### src/hdl/cjsg_pkg.sv
// Package for the job schedule generator: constants, codes and cell types.
// No dependencies.
package cjsg_pkg;
    localparam int MAX_JOBS = 16;
    localparam int IDX_W    = $clog2(MAX_JOBS);
    localparam int CNT_W    = $clog2(MAX_JOBS + 1);
    localparam int TIME_W   = 20;
    localparam logic [TIME_W-1:0] TIME_MAX = '1;

    // chain is cut by a register between consecutive groups of cells
    localparam int CELLS_PER_STG = 4;
    localparam int N_STG         = MAX_JOBS / CELLS_PER_STG;
    localparam int STG_W         = $clog2(N_STG);
    // cycles spent refilling the stage cuts before the pick
    localparam int SCAN_WAIT     = N_STG - 2;

    localparam logic [1:0] FUNC_LOAD   = 2'd0;
    localparam logic [1:0] FUNC_NEXT   = 2'd1;
    localparam logic [1:0] FUNC_CLEAR  = 2'd2;
    localparam logic [1:0] FUNC_UNUSED = 2'd3;

    localparam logic [1:0] POL_FCFS = 2'd0;
    localparam logic [1:0] POL_RR   = 2'd1;
    localparam logic [1:0] POL_SJF  = 2'd2;
    localparam logic [1:0] POL_PRIO = 2'd3;

    localparam logic REG_POLICY  = 1'b0;
    localparam logic REG_QUANTUM = 1'b1;

    // candidate travelling along the chain of cells
    typedef struct packed {
        logic             found;
        logic [IDX_W-1:0] idx;
        logic [15:0]      rem;
        logic [15:0]      prio;
    } cand_t;

    typedef struct packed {
        logic [1:0]       policy;
        logic [IDX_W-1:0] start;
    } scan_ctl_t;
endpackage

### src/hdl/cjsg_if.sv
// Valid/ready channel interfaces for the schedule generator.
// Depends on cjsg_pkg.
interface cjsg_in_if;
    import cjsg_pkg::*;
    logic        valid;
    logic        ready;
    logic [1:0]  func;
    logic [15:0] job_size;
    logic signed [15:0] job_priority;
    modport source (output valid, func, job_size, job_priority, input ready);
    modport sink   (input valid, func, job_size, job_priority, output ready);
endinterface

interface cjsg_out_if;
    logic        valid;
    logic        ready;
    logic        event_valid;
    logic        event_kind;
    logic [3:0]  job_index;
    logic [19:0] event_time;
    logic        table_overflowed;
    modport source (output valid, event_valid, event_kind, job_index, event_time,
                    table_overflowed, input ready);
    modport sink   (input valid, event_valid, event_kind, job_index, event_time,
                    table_overflowed, output ready);
endinterface

interface cjsg_cfg_if;
    logic        valid;
    logic        ready;
    logic        index;
    logic [15:0] data;
    modport source (output valid, index, data, input ready);
    modport sink   (input valid, index, data, output ready);
endinterface

### src/hdl/cjsg_cell.sv
// One job slot: holds remaining work and priority, compares against the
// candidate passed in and hands the better one on. Depends on cjsg_pkg.
module cjsg_cell (
    input  logic                       clk,
    input  logic                       load_en,
    input  logic [15:0]                load_rem,
    input  logic [15:0]                load_prio,
    input  logic                       dec_en,
    input  logic [15:0]                dec_amt,
    input  logic [cjsg_pkg::IDX_W-1:0] my_idx,
    input  logic                       in_use,
    input  cjsg_pkg::scan_ctl_t        ctl,
    input  cjsg_pkg::cand_t            cand_in,
    output cjsg_pkg::cand_t            cand_out,
    output logic [15:0]                rem
);
    import cjsg_pkg::*;

    logic [15:0] rem_reg, prio_reg;
    logic        elig, better;

    // slot storage
    always_ff @(posedge clk)
    begin
        if (load_en)
        begin
            rem_reg  <= load_rem;
            prio_reg <= load_prio;
        end
        else if (dec_en)
            rem_reg <= rem_reg - dec_amt;
    end
    assign rem = rem_reg;

    // in use with work left; for RR the top clears in_use of slots before start
    assign elig = in_use && (rem_reg != '0);

    always_comb
    begin
        unique case (ctl.policy)
            POL_SJF:  better = rem_reg < cand_in.rem;
            POL_PRIO: better = $signed(prio_reg) > $signed(cand_in.prio);
            default:  better = 1'b0;
        endcase
        if (elig && (!cand_in.found || better))
        begin
            cand_out.found = 1'b1;
            cand_out.idx   = my_idx;
            cand_out.rem   = rem_reg;
            cand_out.prio  = prio_reg;
        end
        else
            cand_out = cand_in;
    end
endmodule

### src/hdl/cpu_job_schedule_generator_top.sv
// Top: a chain of slot cells picks the next job; FCFS uses a first-unserved scan.
// Next requests: after accept the block waits while the registered cuts of the
// chain refill, then picks, updates the table and registers the result; the next
// item is accepted only once that result has been taken, so output stalls hold it off.
// Loads, clears and unused codes complete at accept and do not make the block busy.
// Reset (rst_n, async low) empties the table, zeroes time and flags,
// sets policy to first come first served and quantum to 1.
// Depends on cjsg_pkg, cjsg_if and cjsg_cell.
module cpu_job_schedule_generator_top (
    input  logic clk,
    input  logic rst_n,
    cjsg_in_if.sink    in_ch,
    cjsg_out_if.source out_ch,
    cjsg_cfg_if.sink   cfg
);
    import cjsg_pkg::*;

    logic [1:0]          policy_reg;
    logic [15:0]         quantum_reg;
    logic [MAX_JOBS-1:0] served_reg;
    logic [CNT_W-1:0]    count_reg;
    logic [IDX_W-1:0]    cur_reg;
    logic                stop_reg, ovf_reg, ran_reg;
    logic [TIME_W:0]     time_reg;
    logic                busy_reg, ovalid_reg;
    logic [STG_W-1:0]    scan_cnt_reg;
    logic                evv_reg, evk_reg;
    logic [3:0]          eidx_reg;
    logic [TIME_W-1:0]   etime_reg;
    logic                eovf_reg;

    logic in_acc, do_load, do_next, do_pick;
    cand_t cin [MAX_JOBS];
    cand_t cout [MAX_JOBS];
    cand_t chain2 [MAX_JOBS+1];
    logic [15:0] rems [MAX_JOBS];
    logic [MAX_JOBS-1:0] in_use;
    scan_ctl_t ctl;
    logic [IDX_W-1:0] start;
    logic [CNT_W:0] start_w;
    cand_t pick;
    logic [15:0] q, run;
    logic [TIME_W+1:0] tsum;
    logic fcfs_found;
    logic [IDX_W-1:0] fcfs_idx;

    assign cfg.ready  = 1'b1;
    assign in_ch.ready = !busy_reg && !ovalid_reg;
    assign in_acc  = in_ch.valid && in_ch.ready;
    assign do_load = in_acc && in_ch.func == FUNC_LOAD && count_reg < CNT_W'(MAX_JOBS);
    assign do_next = busy_reg && scan_cnt_reg == '0;
    assign do_pick = do_next && !stop_reg;

    // start slot for round robin
    always_comb
    begin
        start_w = (CNT_W+1)'(cur_reg) + 1'b1;
        if (!ran_reg || start_w >= (CNT_W+1)'(count_reg))
            start = '0;
        else
            start = start_w[IDX_W-1:0];
        ctl.policy = policy_reg;
        ctl.start  = start;
    end

    // cells
    assign chain2[0] = '0;
    for (genvar i = 0; i < MAX_JOBS; i++)
    begin : g_cell
        logic [IDX_W-1:0] idx_c;
        cand_t            dummy;
        assign idx_c = IDX_W'(i);
        assign in_use[i] = CNT_W'(i) < count_reg;

        // chain input: empty at the head, registered at each group boundary
        if (i == 0)
        begin : g_head
            assign cin[i] = '0;
        end
        else if (i % CELLS_PER_STG == 0)
        begin : g_cut
            cand_t cut_reg;
            always_ff @(posedge clk)
                cut_reg <= cout[i-1];
            assign cin[i] = cut_reg;
        end
        else
        begin : g_pass
            assign cin[i] = cout[i-1];
        end

        cjsg_cell u_cell (
            .clk      (clk),
            .load_en  (do_load && count_reg[IDX_W-1:0] == idx_c),
            .load_rem (in_ch.job_size),
            .load_prio(in_ch.job_priority),
            .dec_en   (do_pick && pick.found && pick.idx == idx_c),
            .dec_amt  (run),
            .my_idx   (idx_c),
            .in_use   (in_use[i] && (ctl.policy != POL_RR || idx_c >= start)),
            .ctl      (ctl),
            .cand_in  (cin[i]),
            .cand_out (cout[i]),
            .rem      (rems[i])
        );
        // wrap pass for round robin: slots before start
        always_comb
        begin
            if (!chain2[i].found && in_use[i] && idx_c < start && rems[i] != '0)
            begin
                dummy.found = 1'b1;
                dummy.idx = idx_c;
                dummy.rem = rems[i];
                dummy.prio = '0;
            end
            else
                dummy = chain2[i];
        end
        assign chain2[i+1] = dummy;
    end

    // first unserved slot for FCFS
    always_comb
    begin
        fcfs_found = 1'b0;
        fcfs_idx   = '0;
        for (int i = MAX_JOBS - 1; i >= 0; i--)
            if (in_use[i] && !served_reg[i])
            begin
                fcfs_found = 1'b1;
                fcfs_idx   = IDX_W'(i);
            end
    end

    always_comb
    begin
        pick = cout[MAX_JOBS-1];
        if (policy_reg == POL_FCFS)
        begin
            pick.found = fcfs_found;
            pick.idx   = fcfs_idx;
            pick.rem   = rems[fcfs_idx];
        end
        else if (policy_reg == POL_RR && !pick.found)
            pick = chain2[MAX_JOBS];
        q   = (quantum_reg == '0) ? 16'd1 : quantum_reg;
        run = (policy_reg == POL_RR && pick.rem > q) ? q : pick.rem;
        tsum = (TIME_W+2)'(time_reg) + (TIME_W+2)'(run);
    end

    // control and result registers
    always_ff @(posedge clk or negedge rst_n)
    begin
        if (!rst_n)
        begin
            policy_reg <= POL_FCFS; quantum_reg <= 16'd1;
            served_reg <= '0; count_reg <= '0; cur_reg <= '0;
            stop_reg <= 1'b0; ovf_reg <= 1'b0; ran_reg <= 1'b0; time_reg <= '0;
            busy_reg <= 1'b0; ovalid_reg <= 1'b0; scan_cnt_reg <= '0;
        end
        else
        begin
            if (cfg.valid && cfg.index == REG_POLICY) policy_reg <= cfg.data[1:0];
            if (cfg.valid && cfg.index == REG_QUANTUM) quantum_reg <= cfg.data;
            if (ovalid_reg && out_ch.ready) ovalid_reg <= 1'b0;
            if (in_acc)
            begin
                priority case (in_ch.func)
                    FUNC_LOAD:
                        if (do_load)
                        begin
                            served_reg[count_reg[IDX_W-1:0]] <= 1'b0;
                            count_reg <= count_reg + 1'b1;
                        end
                        else
                            ovf_reg <= 1'b1;
                    FUNC_NEXT:
                    begin
                        busy_reg     <= 1'b1;
                        scan_cnt_reg <= STG_W'(SCAN_WAIT);
                    end
                    FUNC_CLEAR:
                    begin
                        served_reg <= '0; count_reg <= '0; cur_reg <= '0;
                        stop_reg <= 1'b0; time_reg <= '0; ovf_reg <= 1'b0;
                        ran_reg <= 1'b0;
                    end
                    default: ;
                endcase
            end
            if (do_next)
            begin
                busy_reg   <= 1'b0;
                ovalid_reg <= 1'b1;
                if (stop_reg)
                    stop_reg <= 1'b0;
                else if (pick.found)
                begin
                    if (pick.rem == run) served_reg[pick.idx] <= 1'b1;
                    time_reg <= (tsum > (TIME_W+2)'(TIME_MAX)) ? {1'b0, TIME_MAX}
                                                              : tsum[TIME_W:0];
                    cur_reg  <= pick.idx;
                    stop_reg <= 1'b1;
                    ran_reg  <= 1'b1;
                end
            end
            else if (busy_reg)
                scan_cnt_reg <= scan_cnt_reg - 1'b1;
        end
    end

    // result payload
    always_ff @(posedge clk)
    begin
        if (do_next)
        begin
            eovf_reg  <= ovf_reg;
            etime_reg <= time_reg[TIME_W-1:0];
            evk_reg   <= stop_reg;
            evv_reg   <= stop_reg || pick.found;
            eidx_reg  <= stop_reg ? 4'(cur_reg) : (pick.found ? 4'(pick.idx) : 4'd0);
        end
    end

    assign out_ch.valid            = ovalid_reg;
    assign out_ch.event_valid      = evv_reg;
    assign out_ch.event_kind       = evk_reg;
    assign out_ch.job_index        = eidx_reg;
    assign out_ch.event_time       = etime_reg;
    assign out_ch.table_overflowed = eovf_reg;

    // checks
    a_no_accept_busy: assert property (@(posedge clk) disable iff (!rst_n)
        busy_reg |-> !in_ch.ready) else $error("accept while busy");
    a_result_follows: assert property (@(posedge clk) disable iff (!rst_n)
        do_next |=> ovalid_reg) else $error("result missing");
    a_count_bound: assert property (@(posedge clk) disable iff (!rst_n)
        count_reg <= CNT_W'(MAX_JOBS)) else $error("count overflow");
endmodule
### src/flat_wrapper.sv
// flat-port wrapper written by rule: the top's interface ports become plain ports
module cpu_job_schedule_generator_top_flat import cjsg_pkg::*;
  (clk, rst_n, in_ch_valid, in_ch_func, in_ch_job_size, in_ch_job_priority, in_ch_ready, out_ch_valid, out_ch_event_valid, out_ch_event_kind, out_ch_job_index, out_ch_event_time, out_ch_table_overflowed, out_ch_ready, cfg_valid, cfg_index, cfg_data, cfg_ready);
  cjsg_in_if in_ch_i ();
  cjsg_out_if out_ch_i ();
  cjsg_cfg_if cfg_i ();
  input  logic clk;
  input  logic rst_n;
  input wire logic [$bits(in_ch_i.valid)-1:0] in_ch_valid;
  input wire logic [$bits(in_ch_i.func)-1:0] in_ch_func;
  input wire logic [$bits(in_ch_i.job_size)-1:0] in_ch_job_size;
  input wire logic [$bits(in_ch_i.job_priority)-1:0] in_ch_job_priority;
  output wire logic [$bits(in_ch_i.ready)-1:0] in_ch_ready;
  output wire logic [$bits(out_ch_i.valid)-1:0] out_ch_valid;
  output wire logic [$bits(out_ch_i.event_valid)-1:0] out_ch_event_valid;
  output wire logic [$bits(out_ch_i.event_kind)-1:0] out_ch_event_kind;
  output wire logic [$bits(out_ch_i.job_index)-1:0] out_ch_job_index;
  output wire logic [$bits(out_ch_i.event_time)-1:0] out_ch_event_time;
  output wire logic [$bits(out_ch_i.table_overflowed)-1:0] out_ch_table_overflowed;
  input wire logic [$bits(out_ch_i.ready)-1:0] out_ch_ready;
  input wire logic [$bits(cfg_i.valid)-1:0] cfg_valid;
  input wire logic [$bits(cfg_i.index)-1:0] cfg_index;
  input wire logic [$bits(cfg_i.data)-1:0] cfg_data;
  output wire logic [$bits(cfg_i.ready)-1:0] cfg_ready;
  assign in_ch_i.valid = in_ch_valid;
  assign in_ch_i.func = in_ch_func;
  assign in_ch_i.job_size = in_ch_job_size;
  assign in_ch_i.job_priority = in_ch_job_priority;
  assign in_ch_ready = in_ch_i.ready;
  assign out_ch_valid = out_ch_i.valid;
  assign out_ch_event_valid = out_ch_i.event_valid;
  assign out_ch_event_kind = out_ch_i.event_kind;
  assign out_ch_job_index = out_ch_i.job_index;
  assign out_ch_event_time = out_ch_i.event_time;
  assign out_ch_table_overflowed = out_ch_i.table_overflowed;
  assign out_ch_i.ready = out_ch_ready;
  assign cfg_i.valid = cfg_valid;
  assign cfg_i.index = cfg_index;
  assign cfg_i.data = cfg_data;
  assign cfg_ready = cfg_i.ready;
  cpu_job_schedule_generator_top u_core (.clk(clk), .rst_n(rst_n), .in_ch(in_ch_i), .out_ch(out_ch_i), .cfg(cfg_i));
endmodule
### config.mk
export PLATFORM = sky130hd
export DESIGN_NAME = cpu_job_schedule_generator_top_flat
export DESIGN_NICKNAME = d
export VERILOG_FILES = /design/src/hdl/cjsg_pkg.sv /design/src/hdl/cjsg_if.sv /design/src/hdl/cjsg_cell.sv /design/src/hdl/cpu_job_schedule_generator_top.sv /design/src/flat_wrapper.sv
export SDC_FILE = /design/constraint.sdc
export NUM_CORES = 2
export LEC_CHECK = 0
export BUFFER_PORTS_ARGS = -buffer_cell sky130_fd_sc_hd__buf_2
export CORE_ASPECT_RATIO = 0.75
export CORE_MARGIN = 2
export CORE_UTILIZATION = 45
export CTS_CLUSTER_DIAMETER = 100
export DETAILED_ROUTE_END_ITERATION = 16
export RECOVER_POWER = 25
export SETUP_SLACK_MARGIN = 0.1
export SLEW_MARGIN = 15
export SYNTH_ARGS = -nofsm -noshare
export SYNTH_HDL_FRONTEND = slang
export SYNTH_SLANG_ARGS = --single-unit
### constraint.sdc
create_clock -name clk -period 41.3 [get_ports clk]
set_input_delay 6.195 -clock clk [delete_from_list [all_inputs] [get_ports clk]]
set_output_delay 6.195 -clock clk [all_outputs]
set_load 0.02 [all_outputs]
==> metrics.txt <==
clk root buf clkbuf_16; Die Ht 320 um; largest net degree at the start of global routing 72; Worst R2R Setup Slack 20.85 ns; core region area 0.133 mm2; Reg-to-Reg Start u_core.cur_reg[0]$_DFF_PN0_; CP Launch Type flop; Hold Path Origin u_core.scan_cnt_reg[0]$_DFF_PN0_; Detailed Route WL 268,000 um; drc violations 0; Required @ worst endpoint 41.74 ns; asr flop ratio synth 9.89%; CP peak stage delay 0.83 ns; area delta synth->final 8.90%; RSZ-0062 raised after global routing false; f_max 48.9 MHz; Max-Cap Viols 3; setup tns final 0 ns; Synth Register Bits 718; site row count 116; Setup Viol. Count Final 0; failing checks max-capacitance violations, max-slew violations; HP Class flop to flop; DRT iter0 DRCs 7,645; Final Max Tran Viols 105; total global routing overflow 0; initial antenna violation count 16; vias post-DR 55.3k; Post-synth EDFFs 539; fin crit period 20.45 ns; # Post-CTS Setup Buffers 0; Final Skew 0.0284 ns; status complete, but fails checks; full die area 0.136 mm2; placed inst area 0.0625 mm2; CTS tree yes; Top Ports 86; R2R depth 72; Synthesis Warnings 0; Main synth FF type edfxtp_1; VDD IR max 102 uV; final net count 7,593; vias in the first global route 50.3k; CP endpoint kind flop; Hold EP u_core.scan_cnt_reg[0]$_DFF_PN0_; Yosys top cell by area edfxtp_1; Final HPWL DP 202,000 um; layout cells sized above 1 7.62%; TritonRoute pass-1 iters 8; Final Hold Vio Count 0; clock sinks 718; worst-margin pin slew 4.05 ns; Post-Syn Area per Cell 8.89 um2; Max Root-Sink Buffers 3; first-pass GRT wire length 376,000 um; Yosys cell types 119; Synth Net Count 7,581; Max transition margin -170%; post-cts resize count 0; gr usage total 38.4%; Worst EP arrival 20.89 ns; worst r2r dst u_core.g_cell[15].u_cell.rem[15]$_DFFE_PP_; crit share post-route 49.5%; PortBufs 84; hold path cells 1; routed vias/inst 6.43; Seq/Total Area, Yosys 33.5%; pwr dens 92.2 mW/mm2; TritonCTS Buffers 81; Clock H-tree levels 3; DRT antenna net count 0; Pleak 27.6 nW; clk slew on worst S/H paths 0.07 ns; starting density of the core 45.2%; later-pin clock latency in the skew report 0.75 ns; Design Area, Final 0.0654 mm2; synth top area cells edfxtp_1 (27%), ha_1 (16%), a21oi_1 (4.9%); crit-path max FO 36; post-synth top area share 26.9%; Synth Cell Area 0.0601 mm2; die width 426 um; Final Util 49.2%; CP max stage cell a211oi_1; Synth Instances 6,758; kind of critical path flop to flop; drt wl/cell 31.1 um; hold_buf cts 0; global placer's final weighted congestion 1.07
cells by family (layout without fill, tap and decap cells):
group | Yosys count | after routing | share of synthesized area [%]
AOI/OAI and AO/OA | 1967 | 1967 | 21.0
adders and majority gates | 767 | 767 | 16.2
xor gates and xnor gates | 155 | 155 | 2.32
other | 1 | 7 | 0.00624
DFF | 718 | 718 | 33.5
buffers and inverters | 894 | 974 | 5.92
muxes | 332 | 332 | 5.81
and+or+nand+nor | 1924 | 1924 | 15.2
Yosys cell counts (all sizes together), types with 13 or more instances:
| cell type | n |
|---|---|
| clkbuf | 164 |
| o22ai | 27 |
| fa | 17 |
| a21boi | 43 |
| a221oi | 20 |
| nor2b | 93 |
| ha | 750 |
| and3 | 48 |
| mux2i | 255 |
| a211oi | 115 |
| nand2b | 78 |
| nand4 | 88 |
| o21a | 78 |
| edfxtp | 539 |
| o221ai | 15 |
| a211o | 22 |
| nor3 | 112 |
| nor4 | 100 |
| o211ai | 69 |
| o21bai | 13 |
| nand2 | 691 |
| a21oi | 591 |
| or3 | 32 |
| a31oi | 52 |
| nor2 | 427 |
| a2111oi | 19 |
| a311oi | 34 |
| nand3 | 147 |
| xnor2 | 113 |
| mux2 | 71 |
| a21o | 146 |
| and4 | 19 |
| dfxtp | 108 |
| o21ai | 478 |
| or2 | 14 |
| dfrtp | 70 |
| buf | 113 |
| inv | 617 |
| xor2 | 42 |
| o31ai | 81 |
| and2 | 28 |
worst max-delay path, delay by kind of cell (launching register included):
kind | cells | cell delay [ns]
buffers and inverters | 8 | 2.52
xor gates and xnor gates | 2 | 0.67
muxes | 3 | 0.98
and+or+nand+nor | 14 | 2.81
adders and majority gates | 7 | 2.51
DFF | 1 | 0.58
AOI/OAI and AO/OA | 38 | 9.97
cell usage in the layout (no fill, tap or decap), types with 17 or more instances in the layout:
master | netlist | routed
ha_1 | 750 | 750
nand2_1 | 688 | 686
inv_1 | 613 | 605
a21oi_1 | 589 | 587
edfxtp_1 | 539 | 539
o21ai_0 | 456 | 452
nor2_1 | 424 | 417
mux2i_1 | 255 | 254
a21o_1 | 145 | 146
nand3_1 | 146 | 146
buf_4 | 21 | 120
a211oi_1 | 113 | 113
xnor2_1 | 111 | 112
dfxtp_1 | 108 | 108
nor3_1 | 108 | 106
nor4_1 | 95 | 94
nor2b_1 | 93 | 93
nand4_1 | 88 | 88
clkbuf_16 | 0 | 85
o31ai_1 | 80 | 80
o21a_1 | 78 | 78
nand2b_1 | 77 | 76
mux2_2 | 71 | 71
dfrtp_1 | 70 | 70
o211ai_1 | 68 | 68
buf_2 | 50 | 66
a31oi_1 | 51 | 51
and3_1 | 48 | 48
xor2_1 | 42 | 42
a21boi_0 | 40 | 40
or3_1 | 32 | 32
a311oi_1 | 32 | 31
clkbuf_1 | 164 | 31
and2_1 | 26 | 26
o22ai_1 | 27 | 26
a211o_1 | 22 | 22
a221oi_1 | 20 | 20
and4_1 | 18 | 18
fa_1 | 17 | 17
stage by stage:
stage,power [mW],hold WS (ns),setup slack [ns],std cells
6_report,6.03,0.474,20.85,8614
5_1_grt,6.45,0.497,19.63,8608
4_1_cts,5.92,0.478,21.69,8608
3_5_place_dp,5.10,0.469,21.80,8457
3_3_place_gp,5.04,0.468,21.79,8457
2_1_floorplan,3.86,0.400,24.34,6758
metal layers:
layer / vias to the layer above / global-route usage, % / part of all wire [%]
met2: 3101 / 51.2 / 38
met5: - / 0 / 0.047
met3: 543 / 9.89 / 12
met4: 20 / 16.5 / 4.9
li1: 25000 / - / -
met1: 26700 / 57.4 / 45
area by class of cell:
class	instances	area [um2]
diodes	6	15.0
clock buffers	109	2340
clock inverters	42	559
fillers	12700	67500
inverters	617	2320
multi-input cells	5146	36500
flip-flops and latches	718	20100
well taps	1770	2210
repair buffers	206	1310
how the worst max path moves through the flow:
stage / startpoint / endpoint / slack, ns / depth (start not counted)
2_1_floorplan: u_core.cur_reg[0]$_DFF_PN0_ / u_core.time_reg[10]$_DFF_PN0_ / 24.34 / 84
3_3_place_gp: u_core.cur_reg[0]$_DFF_PN0_ / u_core.g_cell[15].u_cell.rem[15]$_DFFE_PP_ / 21.79 / 74
3_5_place_dp: u_core.cur_reg[0]$_DFF_PN0_ / u_core.g_cell[15].u_cell.rem[15]$_DFFE_PP_ / 21.80 / 78
4_1_cts: u_core.cur_reg[0]$_DFF_PN0_ / u_core.g_cell[15].u_cell.rem[15]$_DFFE_PP_ / 21.69 / 72
5_1_grt: u_core.cur_reg[0]$_DFF_PN0_ / u_core.g_cell[13].u_cell.rem[15]$_DFFE_PP_ / 19.63 / 70
6_report: u_core.cur_reg[0]$_DFF_PN0_ / u_core.g_cell[15].u_cell.rem[15]$_DFFE_PP_ / 20.85 / 72
power by group:
| group | internal [mW] | total, mW | switching, mW | leakage, nW |
|---|---|---|---|---|
| Clock | 0.450 | 0.795 | 0.346 | 1.41 |
| Combinational | 1.52 | 4.10 | 2.59 | 19.5 |
| Sequential | 1.03 | 1.13 | 0.103 | 6.67 |
| Total | 3.00 | 6.03 | 3.04 | 27.6 |
Note: power is estimated with default switching activity, not from simulation.
